$ cat src/rtl/core/ppc_pkg.sv
package ppc_pkg;

   // default geometry of the coordinate path
   localparam int COORD_WIDTH_DEF = 32;
   localparam int FRAC_BITS_DEF = 16;

   // signed distance width and configuration word widths
   localparam int DIST_W = 40;
   localparam int CFG_W = 32;
   localparam int MARGIN_W = 16;
   localparam int CSR_IDX_W = 3;

   // register indexes on the configuration port
   localparam logic [CSR_IDX_W-1:0] REG_NORMAL_X = 3'd0;
   localparam logic [CSR_IDX_W-1:0] REG_NORMAL_Y = 3'd1;
   localparam logic [CSR_IDX_W-1:0] REG_NORMAL_Z = 3'd2;
   localparam logic [CSR_IDX_W-1:0] REG_PLANE_OFFSET = 3'd3;
   localparam logic [CSR_IDX_W-1:0] REG_INSIDE_MARGIN = 3'd4;

   // reset value of the normal z component (1.0 in Q16.16)
   localparam logic [CFG_W-1:0] NORMAL_Z_RESET = 32'h0001_0000;

   // result slots of one vertex, in emit order
   localparam int EMIT_W = 3;
   localparam logic [EMIT_W-1:0] EM_KEEP_A = 3'd0;
   localparam logic [EMIT_W-1:0] EM_CROSS_A = 3'd1;
   localparam logic [EMIT_W-1:0] EM_KEEP_B = 3'd2;
   localparam logic [EMIT_W-1:0] EM_CROSS_B = 3'd3;
   localparam logic [EMIT_W-1:0] EM_EMPTY = 3'd4;
   localparam int EMIT_SLOTS = 5;

   // sequencer states
   typedef enum logic [12:0] {
      S_IDLE   = 13'b0000000000001,
      S_DLOAD  = 13'b0000000000010,
      S_MUL    = 13'b0000000000100,
      S_DACC   = 13'b0000000001000,
      S_DFIN   = 13'b0000000010000,
      S_PLAN   = 13'b0000000100000,
      S_NEXT   = 13'b0000001000000,
      S_XLOAD  = 13'b0000010000000,
      S_DIVSET = 13'b0000100000000,
      S_DIV    = 13'b0001000000000,
      S_XFIN   = 13'b0010000000000,
      S_EMIT   = 13'b0100000000000,
      S_DONE   = 13'b1000000000000
   } state_type;

endpackage

$ cat src/rtl/core/polygon_plane_clipper_top.sv
// per vertex, the plane distance is built from a bit-serial multiply per axis, each plane
// crossing from a multiply and a divide per axis, and each result waits while the output stalls;
// the bit-serial add/subtract unit is shared by all multiplies and divides, and no new
// vertex is taken until the previous one is finished.
// reset is synchronous, active high: clears the sequencer, polygon state and
// output valid flag and loads the configuration registers with their defaults.
module polygon_plane_clipper_top #(
   parameter int COORD_WIDTH = ppc_pkg::COORD_WIDTH_DEF,
   parameter int FRAC_BITS = ppc_pkg::FRAC_BITS_DEF
) (
   input  logic                            clock,
   input  logic                            reset,
   input  logic                            req_valid,
   output logic                            req_stall,
   input  logic signed [COORD_WIDTH-1:0]   req_vertex_x,
   input  logic signed [COORD_WIDTH-1:0]   req_vertex_y,
   input  logic signed [COORD_WIDTH-1:0]   req_vertex_z,
   input  logic                            req_last_vertex,
   output logic                            rsp_valid,
   input  logic                            rsp_stall,
   output logic signed [COORD_WIDTH-1:0]   rsp_out_x,
   output logic signed [COORD_WIDTH-1:0]   rsp_out_y,
   output logic signed [COORD_WIDTH-1:0]   rsp_out_z,
   output logic                            rsp_vertex_valid,
   output logic                            rsp_is_crossing,
   output logic                            rsp_end_of_polygon,
   output logic                            rsp_last_of_run,
   input  logic                            csr_valid,
   output logic                            csr_ready,
   input  logic [ppc_pkg::CSR_IDX_W-1:0]   csr_index,
   input  logic [ppc_pkg::CFG_W-1:0]       csr_data
);
   import ppc_pkg::*;

   // widths of the serial datapath
   localparam int LW = COORD_WIDTH + 1;            // multiplier / quotient field
   localparam int MW = DIST_W + 1;                 // multiplicand / divisor field
   localparam int PW = MW + LW;                    // full product / dividend
   localparam int AW = CFG_W + COORD_WIDTH + FRAC_BITS + 3;
   localparam int CNT_W = $clog2(LW + 1);
   localparam int SW = COORD_WIDTH + 3;            // crossing sum before saturation

   typedef logic signed [COORD_WIDTH-1:0] coord_type;
   typedef logic signed [DIST_W-1:0] dist_type;

   // configuration registers
   logic signed [CFG_W-1:0] normal_ff [3];
   logic signed [CFG_W-1:0] offset_ff;
   logic [MARGIN_W-1:0]     margin_ff;

   // sequencer and working registers
   state_type          state_ff, state_in;
   coord_type          vin_ff [3], vin_in [3];
   logic               last_ff, last_in;
   logic [1:0]         axis_ff, axis_in;
   logic [CNT_W-1:0]   cnt_ff, cnt_in;
   logic [MW-1:0]      oper_ff, oper_in;
   logic [PW-1:0]      work_ff, work_in;
   logic signed [AW-1:0] acc_ff, acc_in;
   dist_type           dist_ff, dist_in;
   logic               cross_mode_ff, cross_mode_in;
   logic               neg_ff, neg_in;
   logic               ovf_ff, ovf_in;
   logic               zden_ff, zden_in;
   logic [EMIT_SLOTS-1:0] pend_ff, pend_in;
   logic [EMIT_W-1:0]  sel_ff, sel_in;
   coord_type          xres_ff [3], xres_in [3];

   // polygon state
   coord_type          first_ff [3], first_in [3];
   dist_type           first_dist_ff, first_dist_in;
   coord_type          prev_ff [3], prev_in [3];
   dist_type           prev_dist_ff, prev_dist_in;
   logic [1:0]         seen_ff, seen_in;

   // output register
   logic               rsp_valid_ff, rsp_valid_in;
   coord_type          rsp_pt_ff [3], rsp_pt_in [3];
   logic               rsp_vv_ff, rsp_vv_in;
   logic               rsp_cr_ff, rsp_cr_in;
   logic               rsp_eop_ff, rsp_eop_in;
   logic               rsp_lor_ff, rsp_lor_in;

   // shared add/subtract unit
   logic               su_sub;
   logic [MW:0]        su_a, su_b;
   logic [MW+1:0]      su_sum;

   always_comb begin
      su_sub = (state_ff == S_DIV);
      if (su_sub) begin
         su_a = work_ff[PW-1:LW-1];
         su_b = {1'b0, oper_ff};
      end else begin
         su_a = {1'b0, work_ff[PW-1:LW]};
         su_b = work_ff[0] ? {1'b0, oper_ff} : '0;
      end
      su_sum = {1'b0, su_a} + {1'b0, (su_sub ? ~su_b : su_b)} + {{(MW+1){1'b0}}, su_sub};
   end

   // distance operands for the current axis
   logic signed [CFG_W-1:0] n_cur;
   logic [CFG_W-1:0]        n_mag;
   coord_type               v_cur;
   logic [COORD_WIDTH-1:0]  v_mag;

   always_comb begin
      n_cur = normal_ff[axis_ff];
      v_cur = vin_ff[axis_ff];
      n_mag = n_cur[CFG_W-1] ? (~n_cur + 1'b1) : n_cur;
      v_mag = v_cur[COORD_WIDTH-1] ? (~v_cur + 1'b1) : v_cur;
   end

   // crossing operands: edge a runs prev -> vertex, edge b vertex -> first
   coord_type               cr_c, cr_n;
   dist_type                cr_dc, cr_dn;
   logic signed [LW-1:0]    cr_diff;
   logic [LW-1:0]           diff_mag;
   logic signed [MW-1:0]    cr_den;
   logic [MW-1:0]           den_mag;
   logic [MW-1:0]           dc_mag;

   always_comb begin
      if (sel_ff == EM_CROSS_B) begin
         cr_c = vin_ff[axis_ff];
         cr_n = first_ff[axis_ff];
         cr_dc = dist_ff;
         cr_dn = first_dist_ff;
      end else begin
         cr_c = prev_ff[axis_ff];
         cr_n = vin_ff[axis_ff];
         cr_dc = prev_dist_ff;
         cr_dn = dist_ff;
      end
      cr_diff = {cr_n[COORD_WIDTH-1], cr_n} - {cr_c[COORD_WIDTH-1], cr_c};
      diff_mag = cr_diff[LW-1] ? (~cr_diff + 1'b1) : cr_diff;
      cr_den = {cr_dc[DIST_W-1], cr_dc} - {cr_dn[DIST_W-1], cr_dn};
      den_mag = cr_den[MW-1] ? (~cr_den + 1'b1) : cr_den;
      dc_mag = cr_dc[DIST_W-1] ? MW'(-{cr_dc[DIST_W-1], cr_dc}) : {1'b0, cr_dc};
   end

   // crossing finish: curr +/- quotient, saturated
   logic [LW-1:0]        q_val;
   logic signed [SW-1:0] x_sum;
   coord_type            x_sat;

   always_comb begin
      if (zden_ff) begin
         q_val = '0;
      end else if (ovf_ff) begin
         q_val = {1'b1, {COORD_WIDTH{1'b0}}};
      end else begin
         q_val = work_ff[LW-1:0];
      end
      if (neg_ff) begin
         x_sum = {{(SW-COORD_WIDTH){cr_c[COORD_WIDTH-1]}}, cr_c} - {{(SW-LW){1'b0}}, q_val};
      end else begin
         x_sum = {{(SW-COORD_WIDTH){cr_c[COORD_WIDTH-1]}}, cr_c} + {{(SW-LW){1'b0}}, q_val};
      end
      if ((x_sum[SW-1:COORD_WIDTH-1] == '0) || (x_sum[SW-1:COORD_WIDTH-1] == '1)) begin
         x_sat = x_sum[COORD_WIDTH-1:0];
      end else if (x_sum[SW-1]) begin
         x_sat = {1'b1, {(COORD_WIDTH-1){1'b0}}};
      end else begin
         x_sat = {1'b0, {(COORD_WIDTH-1){1'b1}}};
      end
   end

   // distance finish: floor shift and 40 bit saturation
   logic signed [AW-1:0] acc_sh;
   dist_type             dist_sat;

   always_comb begin
      acc_sh = acc_ff >>> FRAC_BITS;
      if ((acc_sh[AW-1:DIST_W-1] == '0) || (acc_sh[AW-1:DIST_W-1] == '1)) begin
         dist_sat = acc_sh[DIST_W-1:0];
      end else if (acc_sh[AW-1]) begin
         dist_sat = {1'b1, {(DIST_W-1){1'b0}}};
      end else begin
         dist_sat = {1'b0, {(DIST_W-1){1'b1}}};
      end
   end

   // inside tests and planned results
   logic                  in_prev, in_vert, in_first, edge_a, edge_b;
   logic [EMIT_SLOTS-1:0] plan;
   logic signed [DIST_W-1:0] margin_ext;

   always_comb begin
      margin_ext = {{(DIST_W-MARGIN_W){1'b0}}, margin_ff};
      in_prev = (prev_dist_ff <= margin_ext);
      in_vert = (dist_ff <= margin_ext);
      in_first = (first_dist_ff <= margin_ext);
      edge_a = last_ff ? (seen_ff >= 2'd2) : (seen_ff >= 2'd1);
      edge_b = last_ff && (seen_ff >= 2'd2);
      plan = '0;
      plan[EM_KEEP_A] = edge_a && in_prev;
      plan[EM_CROSS_A] = edge_a && (in_prev != in_vert);
      plan[EM_KEEP_B] = edge_b && in_vert;
      plan[EM_CROSS_B] = edge_b && (in_vert != in_first);
      plan[EM_EMPTY] = last_ff && (plan[EM_CROSS_B:EM_KEEP_A] == '0);
   end

   // lowest pending result slot
   logic [EMIT_W-1:0] pick;

   always_comb begin
      pick = EM_EMPTY;
      for (int i = EMIT_SLOTS - 1; i >= 0; i--) begin
         if (pend_ff[i]) begin
            pick = EMIT_W'(i);
         end
      end
   end

   logic [EMIT_SLOTS-1:0] pend_left;
   logic                  rsp_free;
   logic                  prod_neg;
   logic signed [AW-1:0]  prod_ext;

   assign pend_left = pend_ff & ~(EMIT_SLOTS'(1) << sel_ff);
   assign rsp_free = !rsp_valid_ff || !rsp_stall;
   assign prod_ext = {{(AW-PW){1'b0}}, work_ff};

   // sequencer
   always_comb begin
      state_in = state_ff;
      vin_in = vin_ff;
      last_in = last_ff;
      axis_in = axis_ff;
      cnt_in = cnt_ff;
      oper_in = oper_ff;
      work_in = work_ff;
      acc_in = acc_ff;
      dist_in = dist_ff;
      cross_mode_in = cross_mode_ff;
      neg_in = neg_ff;
      ovf_in = ovf_ff;
      zden_in = zden_ff;
      pend_in = pend_ff;
      sel_in = sel_ff;
      xres_in = xres_ff;
      first_in = first_ff;
      first_dist_in = first_dist_ff;
      prev_in = prev_ff;
      prev_dist_in = prev_dist_ff;
      seen_in = seen_ff;
      rsp_valid_in = rsp_valid_ff && rsp_stall;
      rsp_pt_in = rsp_pt_ff;
      rsp_vv_in = rsp_vv_ff;
      rsp_cr_in = rsp_cr_ff;
      rsp_eop_in = rsp_eop_ff;
      rsp_lor_in = rsp_lor_ff;
      prod_neg = neg_ff;

      unique case (state_ff)
         S_IDLE: begin
            if (req_valid) begin
               vin_in[0] = req_vertex_x;
               vin_in[1] = req_vertex_y;
               vin_in[2] = req_vertex_z;
               last_in = req_last_vertex;
               axis_in = 2'd0;
               acc_in = -({{(AW-CFG_W){offset_ff[CFG_W-1]}}, offset_ff} <<< FRAC_BITS);
               state_in = S_DLOAD;
            end
         end
         S_DLOAD: begin
            oper_in = {{(MW-CFG_W){1'b0}}, n_mag};
            work_in = {{MW{1'b0}}, 1'b0, v_mag};
            neg_in = n_cur[CFG_W-1] ^ v_cur[COORD_WIDTH-1];
            cnt_in = CNT_W'(LW);
            cross_mode_in = 1'b0;
            state_in = S_MUL;
         end
         S_MUL: begin
            work_in = {su_sum[MW:0], work_ff[LW-1:1]};
            cnt_in = cnt_ff - 1'b1;
            if (cnt_ff == CNT_W'(1)) begin
               state_in = cross_mode_ff ? S_DIVSET : S_DACC;
            end
         end
         S_DACC: begin
            acc_in = prod_neg ? (acc_ff - prod_ext) : (acc_ff + prod_ext);
            if (axis_ff == 2'd2) begin
               state_in = S_DFIN;
            end else begin
               axis_in = axis_ff + 1'b1;
               state_in = S_DLOAD;
            end
         end
         S_DFIN: begin
            dist_in = dist_sat;
            state_in = S_PLAN;
         end
         S_PLAN: begin
            pend_in = plan;
            state_in = (plan == '0) ? S_DONE : S_NEXT;
         end
         S_NEXT: begin
            sel_in = pick;
            axis_in = 2'd0;
            if ((pick == EM_CROSS_A) || (pick == EM_CROSS_B)) begin
               state_in = S_XLOAD;
            end else begin
               state_in = S_EMIT;
            end
         end
         S_XLOAD: begin
            oper_in = dc_mag;
            work_in = {{MW{1'b0}}, diff_mag};
            neg_in = cr_dc[DIST_W-1] ^ cr_diff[LW-1] ^ cr_den[MW-1];
            cnt_in = CNT_W'(LW);
            cross_mode_in = 1'b1;
            state_in = S_MUL;
         end
         S_DIVSET: begin
            zden_in = (cr_den == '0);
            ovf_in = (work_ff[PW-1:LW] >= den_mag);
            oper_in = den_mag;
            cnt_in = CNT_W'(LW);
            if ((cr_den == '0) || (work_ff[PW-1:LW] >= den_mag)) begin
               state_in = S_XFIN;
            end else begin
               state_in = S_DIV;
            end
         end
         S_DIV: begin
            work_in[LW-1:0] = {work_ff[LW-2:0], su_sum[MW+1]};
            work_in[PW-1:LW] = su_sum[MW+1] ? su_sum[MW-1:0] : su_a[MW-1:0];
            cnt_in = cnt_ff - 1'b1;
            if (cnt_ff == CNT_W'(1)) begin
               ovf_in = 1'b0;
               zden_in = 1'b0;
               state_in = S_XFIN;
            end
         end
         S_XFIN: begin
            xres_in[axis_ff] = x_sat;
            ovf_in = 1'b0;
            zden_in = 1'b0;
            if (axis_ff == 2'd2) begin
               state_in = S_EMIT;
            end else begin
               axis_in = axis_ff + 1'b1;
               state_in = S_XLOAD;
            end
         end
         S_EMIT: begin
            if (rsp_free) begin
               rsp_valid_in = 1'b1;
               case (sel_ff) inside
                  EM_KEEP_A: begin
                     rsp_pt_in = prev_ff;
                     rsp_vv_in = 1'b1;
                     rsp_cr_in = 1'b0;
                  end
                  EM_KEEP_B: begin
                     rsp_pt_in = vin_ff;
                     rsp_vv_in = 1'b1;
                     rsp_cr_in = 1'b0;
                  end
                  EM_CROSS_A, EM_CROSS_B: begin
                     rsp_pt_in = xres_ff;
                     rsp_vv_in = 1'b1;
                     rsp_cr_in = 1'b1;
                  end
                  default: begin
                     rsp_pt_in[0] = '0;
                     rsp_pt_in[1] = '0;
                     rsp_pt_in[2] = '0;
                     rsp_vv_in = 1'b0;
                     rsp_cr_in = 1'b0;
                  end
               endcase
               rsp_lor_in = (pend_left == '0);
               rsp_eop_in = last_ff && (pend_left == '0);
               pend_in = pend_left;
               state_in = (pend_left == '0) ? S_DONE : S_NEXT;
            end
         end
         S_DONE: begin
            if (last_ff) begin
               seen_in = 2'd0;
            end else begin
               if (seen_ff == 2'd0) begin
                  first_in = vin_ff;
                  first_dist_in = dist_ff;
               end
               prev_in = vin_ff;
               prev_dist_in = dist_ff;
               if (seen_ff < 2'd2) begin
                  seen_in = seen_ff + 1'b1;
               end
            end
            state_in = S_IDLE;
         end
         default: begin
            state_in = S_IDLE;
         end
      endcase
   end

   // control and polygon state registers
   always_ff @(posedge clock) begin
      if (reset) begin
         state_ff <= S_IDLE;
         rsp_valid_ff <= 1'b0;
         seen_ff <= 2'd0;
         cross_mode_ff <= 1'b0;
         ovf_ff <= 1'b0;
         zden_ff <= 1'b0;
         pend_ff <= '0;
         first_dist_ff <= '0;
         prev_dist_ff <= '0;
         for (int j = 0; j < 3; j++) begin
            first_ff[j] <= '0;
            prev_ff[j] <= '0;
         end
      end else begin
         state_ff <= state_in;
         rsp_valid_ff <= rsp_valid_in;
         seen_ff <= seen_in;
         cross_mode_ff <= cross_mode_in;
         ovf_ff <= ovf_in;
         zden_ff <= zden_in;
         pend_ff <= pend_in;
         first_dist_ff <= first_dist_in;
         prev_dist_ff <= prev_dist_in;
         first_ff <= first_in;
         prev_ff <= prev_in;
      end
   end

   // datapath registers
   always_ff @(posedge clock) begin
      vin_ff <= vin_in;
      last_ff <= last_in;
      axis_ff <= axis_in;
      cnt_ff <= cnt_in;
      oper_ff <= oper_in;
      work_ff <= work_in;
      acc_ff <= acc_in;
      dist_ff <= dist_in;
      neg_ff <= neg_in;
      sel_ff <= sel_in;
      xres_ff <= xres_in;
      rsp_pt_ff <= rsp_pt_in;
      rsp_vv_ff <= rsp_vv_in;
      rsp_cr_ff <= rsp_cr_in;
      rsp_eop_ff <= rsp_eop_in;
      rsp_lor_ff <= rsp_lor_in;
   end

   // configuration write transfer
   always_ff @(posedge clock) begin
      if (reset) begin
         normal_ff[0] <= '0;
         normal_ff[1] <= '0;
         normal_ff[2] <= NORMAL_Z_RESET;
         offset_ff <= '0;
         margin_ff <= '0;
      end else if (csr_valid && csr_ready) begin
         unique case (csr_index)
            REG_NORMAL_X: normal_ff[0] <= csr_data;
            REG_NORMAL_Y: normal_ff[1] <= csr_data;
            REG_NORMAL_Z: normal_ff[2] <= csr_data;
            REG_PLANE_OFFSET: offset_ff <= csr_data;
            REG_INSIDE_MARGIN: margin_ff <= csr_data[MARGIN_W-1:0];
            default: ;
         endcase
      end
   end

   // ports
   assign csr_ready = 1'b1;
   assign req_stall = (state_ff != S_IDLE);
   assign rsp_valid = rsp_valid_ff;
   assign rsp_out_x = rsp_pt_ff[0];
   assign rsp_out_y = rsp_pt_ff[1];
   assign rsp_out_z = rsp_pt_ff[2];
   assign rsp_vertex_valid = rsp_vv_ff;
   assign rsp_is_crossing = rsp_cr_ff;
   assign rsp_end_of_polygon = rsp_eop_ff;
   assign rsp_last_of_run = rsp_lor_ff;

endmodule

$ cat config.mk
export PLATFORM = sky130hd
export DESIGN_NAME = polygon_plane_clipper_top
export DESIGN_NICKNAME = d
export VERILOG_FILES = /design/src/rtl/core/ppc_pkg.sv /design/src/rtl/core/polygon_plane_clipper_top.sv
export SDC_FILE = /design/constraint.sdc
export NUM_CORES = 2
export LEC_CHECK = 0
export ABC_AREA = 1
export BUFFER_PORTS_ARGS = -buffer_cell sky130_fd_sc_hd__clkbuf_2
export CAP_MARGIN = 20
export CORE_MARGIN = 3
export CORE_UTILIZATION = 30
export CTS_CLUSTER_SIZE = 12
export DETAILED_ROUTE_END_ITERATION = 8
export PLACE_DENSITY = 0.47
export SLEW_MARGIN = 20
export SYNTH_ARGS = -nofsm -noshare
export SYNTH_HDL_FRONTEND = slang
export SYNTH_SLANG_ARGS = --single-unit
$ cat constraint.sdc
create_clock -name clock -period 20.3 [get_ports clock]
set_input_delay 4.06 -clock clock [delete_from_list [all_inputs] [get_ports clock]]
set_output_delay 4.06 -clock clock [all_outputs]
set_load 0.05 [all_outputs]
==> results.md <==
* # setup viols final at 0
* Worst hold path class: register to register
* DR iter-0 viols at 5,760
* Ranking of synthesized cells by area: edfxtp_1 (29%), dfxtp_1 (10%), nand2_1 (9.1%)
* Die Wd at 479.3 um
* Top cell type's share of synthesized area at 0.2855
* Pins Over Slew Limit at 0
* Cell mode on critical path: nand2_1
* Post-CTS Resized at 0
* Clk buf depth at 3
* Leakage at between 30 and 40 nW
* Asr flop ratio synth at 0
* Max Cap Viol at 0
* First-pass GRT wire length at 433,900 um
* Fmax at 135.6 MHz
* Crit path time final at 7372 ps
* Initial antenna violation count at 13
* Critical path capture point type: register
* Vias per cell at 5.268
* DIE HEIGHT at 479.3 um
* Worst hold slack at 488.3 ps
* Fin crit share at 0.3632
* Critical setup path kind: register to register
* Num ports at 240
* Maximum VDD drop at 0.0001655 V
* RD Place Congestion at 0.9619
* Wire per inst at ~25 um
* P&R area growth vs syn at 12.84%
* Hold_buf cts at 0
* Synth Flop Type: edfxtp_1
* Syn_nets at between 9,000 and 10,000
* Worst Path Required at roughly 21,000 ps
* Core area at 0.2225 mm^2
* Slew HR at 0.1981
* Post-synth cell types at 71
* FP Rows at ~170
* Ratio of cells with drive above 1 in the final layout at 0.07816
* Antenna Nets Post-Route at 0
* RSZ-0062 raised after global routing: no
* Final Hold Fails at 0
* CP bufs+invs at 7
* Root buffer cell: clkbuf_16
* Starting density of the core at 0.3020
* Clk_lat worst skew at 810 ps
* Clock buffer count from CTS at 119
* Syn_area_per_cell at between 7 and 8 um^2
* Status: finished clean
* Slowest-stage cell, CP: inv_2
* EDFF count, synth at approximately 640
* Nets at a little under 10,000
* Leading area contributor after synthesis: edfxtp_1
* Register bit count reported by yosys at 985
* Slowest Stage Delay on Critical Path at 750 ps
* Worst-Margin Slew at 1190 ps
* Vias in the first global route at about 62,000
* CP delay by family, top: compound AO/OA/AOI/OAI gates
* Pin count of the biggest net entering global routing at 89
* Post-DP HPWL at 240,700 um
* Post-Syn Area at 0.06721 mm^2
* CP startpoint kind: register
* Mapped Cells at 9,022
* Setup_tns at 0 ps
* Number of port buffers at 238
* Register clock-pin slew on the reported worst setup and hold paths at 60 ps
* Clock skew at 94.84 ps
* Die Area at 0.2297 mm^2
* GRT overflow at 0
* Crit-path max FO at 52
* Ys Warns at 0
* Gr usage total at 0.2543
* CTS Sinks at between 900 and 1,000
* Post-CTS setup buffer count at 0
* Seq/Total Area, Yosys at 0.3886
* First drt pass iteration count at 6
* DR vias at 64,373
* Tot Pwr at 10.48 mW
* Residual DRC at 0
* Htree depth at 3
* Final Util at 0.3408
* CP arrival at 8070 ps
* Final WL at 302,100 um
* PwrDens at 138.1 mW/mm^2
* CTS tree: yes
[Yosys cell counts (45+ instances only)]
cell type and n:
xor2_1 232, a31oi_1 120, nor3_1 100, edfxtp_1 639, nand2_1 1632, clkbuf_1 285
inv_1 1267, o221ai_1 116, dfxtp_1 346, nand3_1 336, a211oi_1 148, o21ai_0 910
xnor2_1 77, o21bai_1 45, nor4_1 71, ha_1 332, nand4_1 89, a21oi_1 753
o21a_1 58, nor2_1 977
[logic make-up after synthesis]
group | share of synthesized area
mux | 0.0002979
other cells | 0.00005580
simple gates | 0.2110
xor+xnor | 0.04099
compound gates | 0.2027
fa+ha+maj | 0.06330
flops | 0.3886
buf+inv | 0.09306
[cells in the final DEF, fill, tap and decap left out, drive strengths merged, types with 120 or more instances in the layout]
cell    count
nand2    1678
inv      1293
nor2     1008
o21ai     941
a21oi     755
edfxtp    639
clkbuf    404
dfxtp     346
nand3     345
ha        332
xor2      235
a211oi    148
a31oi     120
[registers in the layout, indices dropped and copies added (netlist names), 40 cells and up, named ones only]
name,count
vin_ff,96
acc_ff,83
xres_ff,96
normal_ff,96
oper_ff,41
first_ff,96
dist_ff,40
prev_dist_ff,40
first_dist_ff,40
work_ff,74
prev_ff,96
[final cells by class]
class | count | area (um^2)
Antenna cell | 7 | 17.52
Clock buffer | 167 | 3373
Clock inverter | 59 | 706.9
Fill cell | 24019 | 146700
Inverter | 1296 | 4875
Multi-Input combinational cell | 6392 | 35050
Sequential cell | 985 | 26120
Tap cell | 2975 | 3722
Timing Repair Buffer | 339 | 1981
[tightest hold or removal path, stage by stage, from the launching register on]
cell and delay [ps]:
dfxtp_1 310, nor2_1 90, a211oi_1 40
[per-layer routing]
metal / wire length [um] / vias to the layer above / GRT usage / share of wire
li1: - / 30863 / - / -
met1: 131300 / 31066 / 0.3305 / 0.43
met2: 144900 / 2069 / 0.4380 / 0.48
met3: 14490 / 373 / 0.02652 / 0.048
met4: 11410 / 2 / 0.08807 / 0.038
met5: 13 / - / 0 / 0.000043
[metrics by stage]
| step | area (um^2) | worst slack (ps) | instances |
|---|---|---|---|
| 2_1_floorplan | 67210 | 9725 | 9022 |
| 3_5_place_dp | 71740 | 13000 | 11987 |
| 5_1_grt | 75830 | 11980 | 12217 |
| 4_1_cts | 75820 | 12910 | 12213 |
| 3_3_place_gp | 71710 | 12970 | 11986 |
| 6_report | 75840 | 12930 | 12220 |
[report_power, final]
group,switching (mW),total [mW],leakage [nW],internal [mW]
combinational,3.98,5.47,20.9,1.49
clock,0.972,2.25,1.96,1.27
sequential,0.158,2.76,8.66,2.60
total,5.11,10.5,31.6,5.37
[worst paths after layout]
check               startpoint  depth (start not counted)            to  slack, ps
hold / removal    first_ff[89]                          2  first_ff[89]        490
setup reg to reg     sel_ff[2]                         33   state_ff[9]      12930
setup / recovery     sel_ff[2]                         33   state_ff[9]      12930
hold reg to reg   first_ff[89]                          2  first_ff[89]        490
Power figures use the tool's default switching activity.
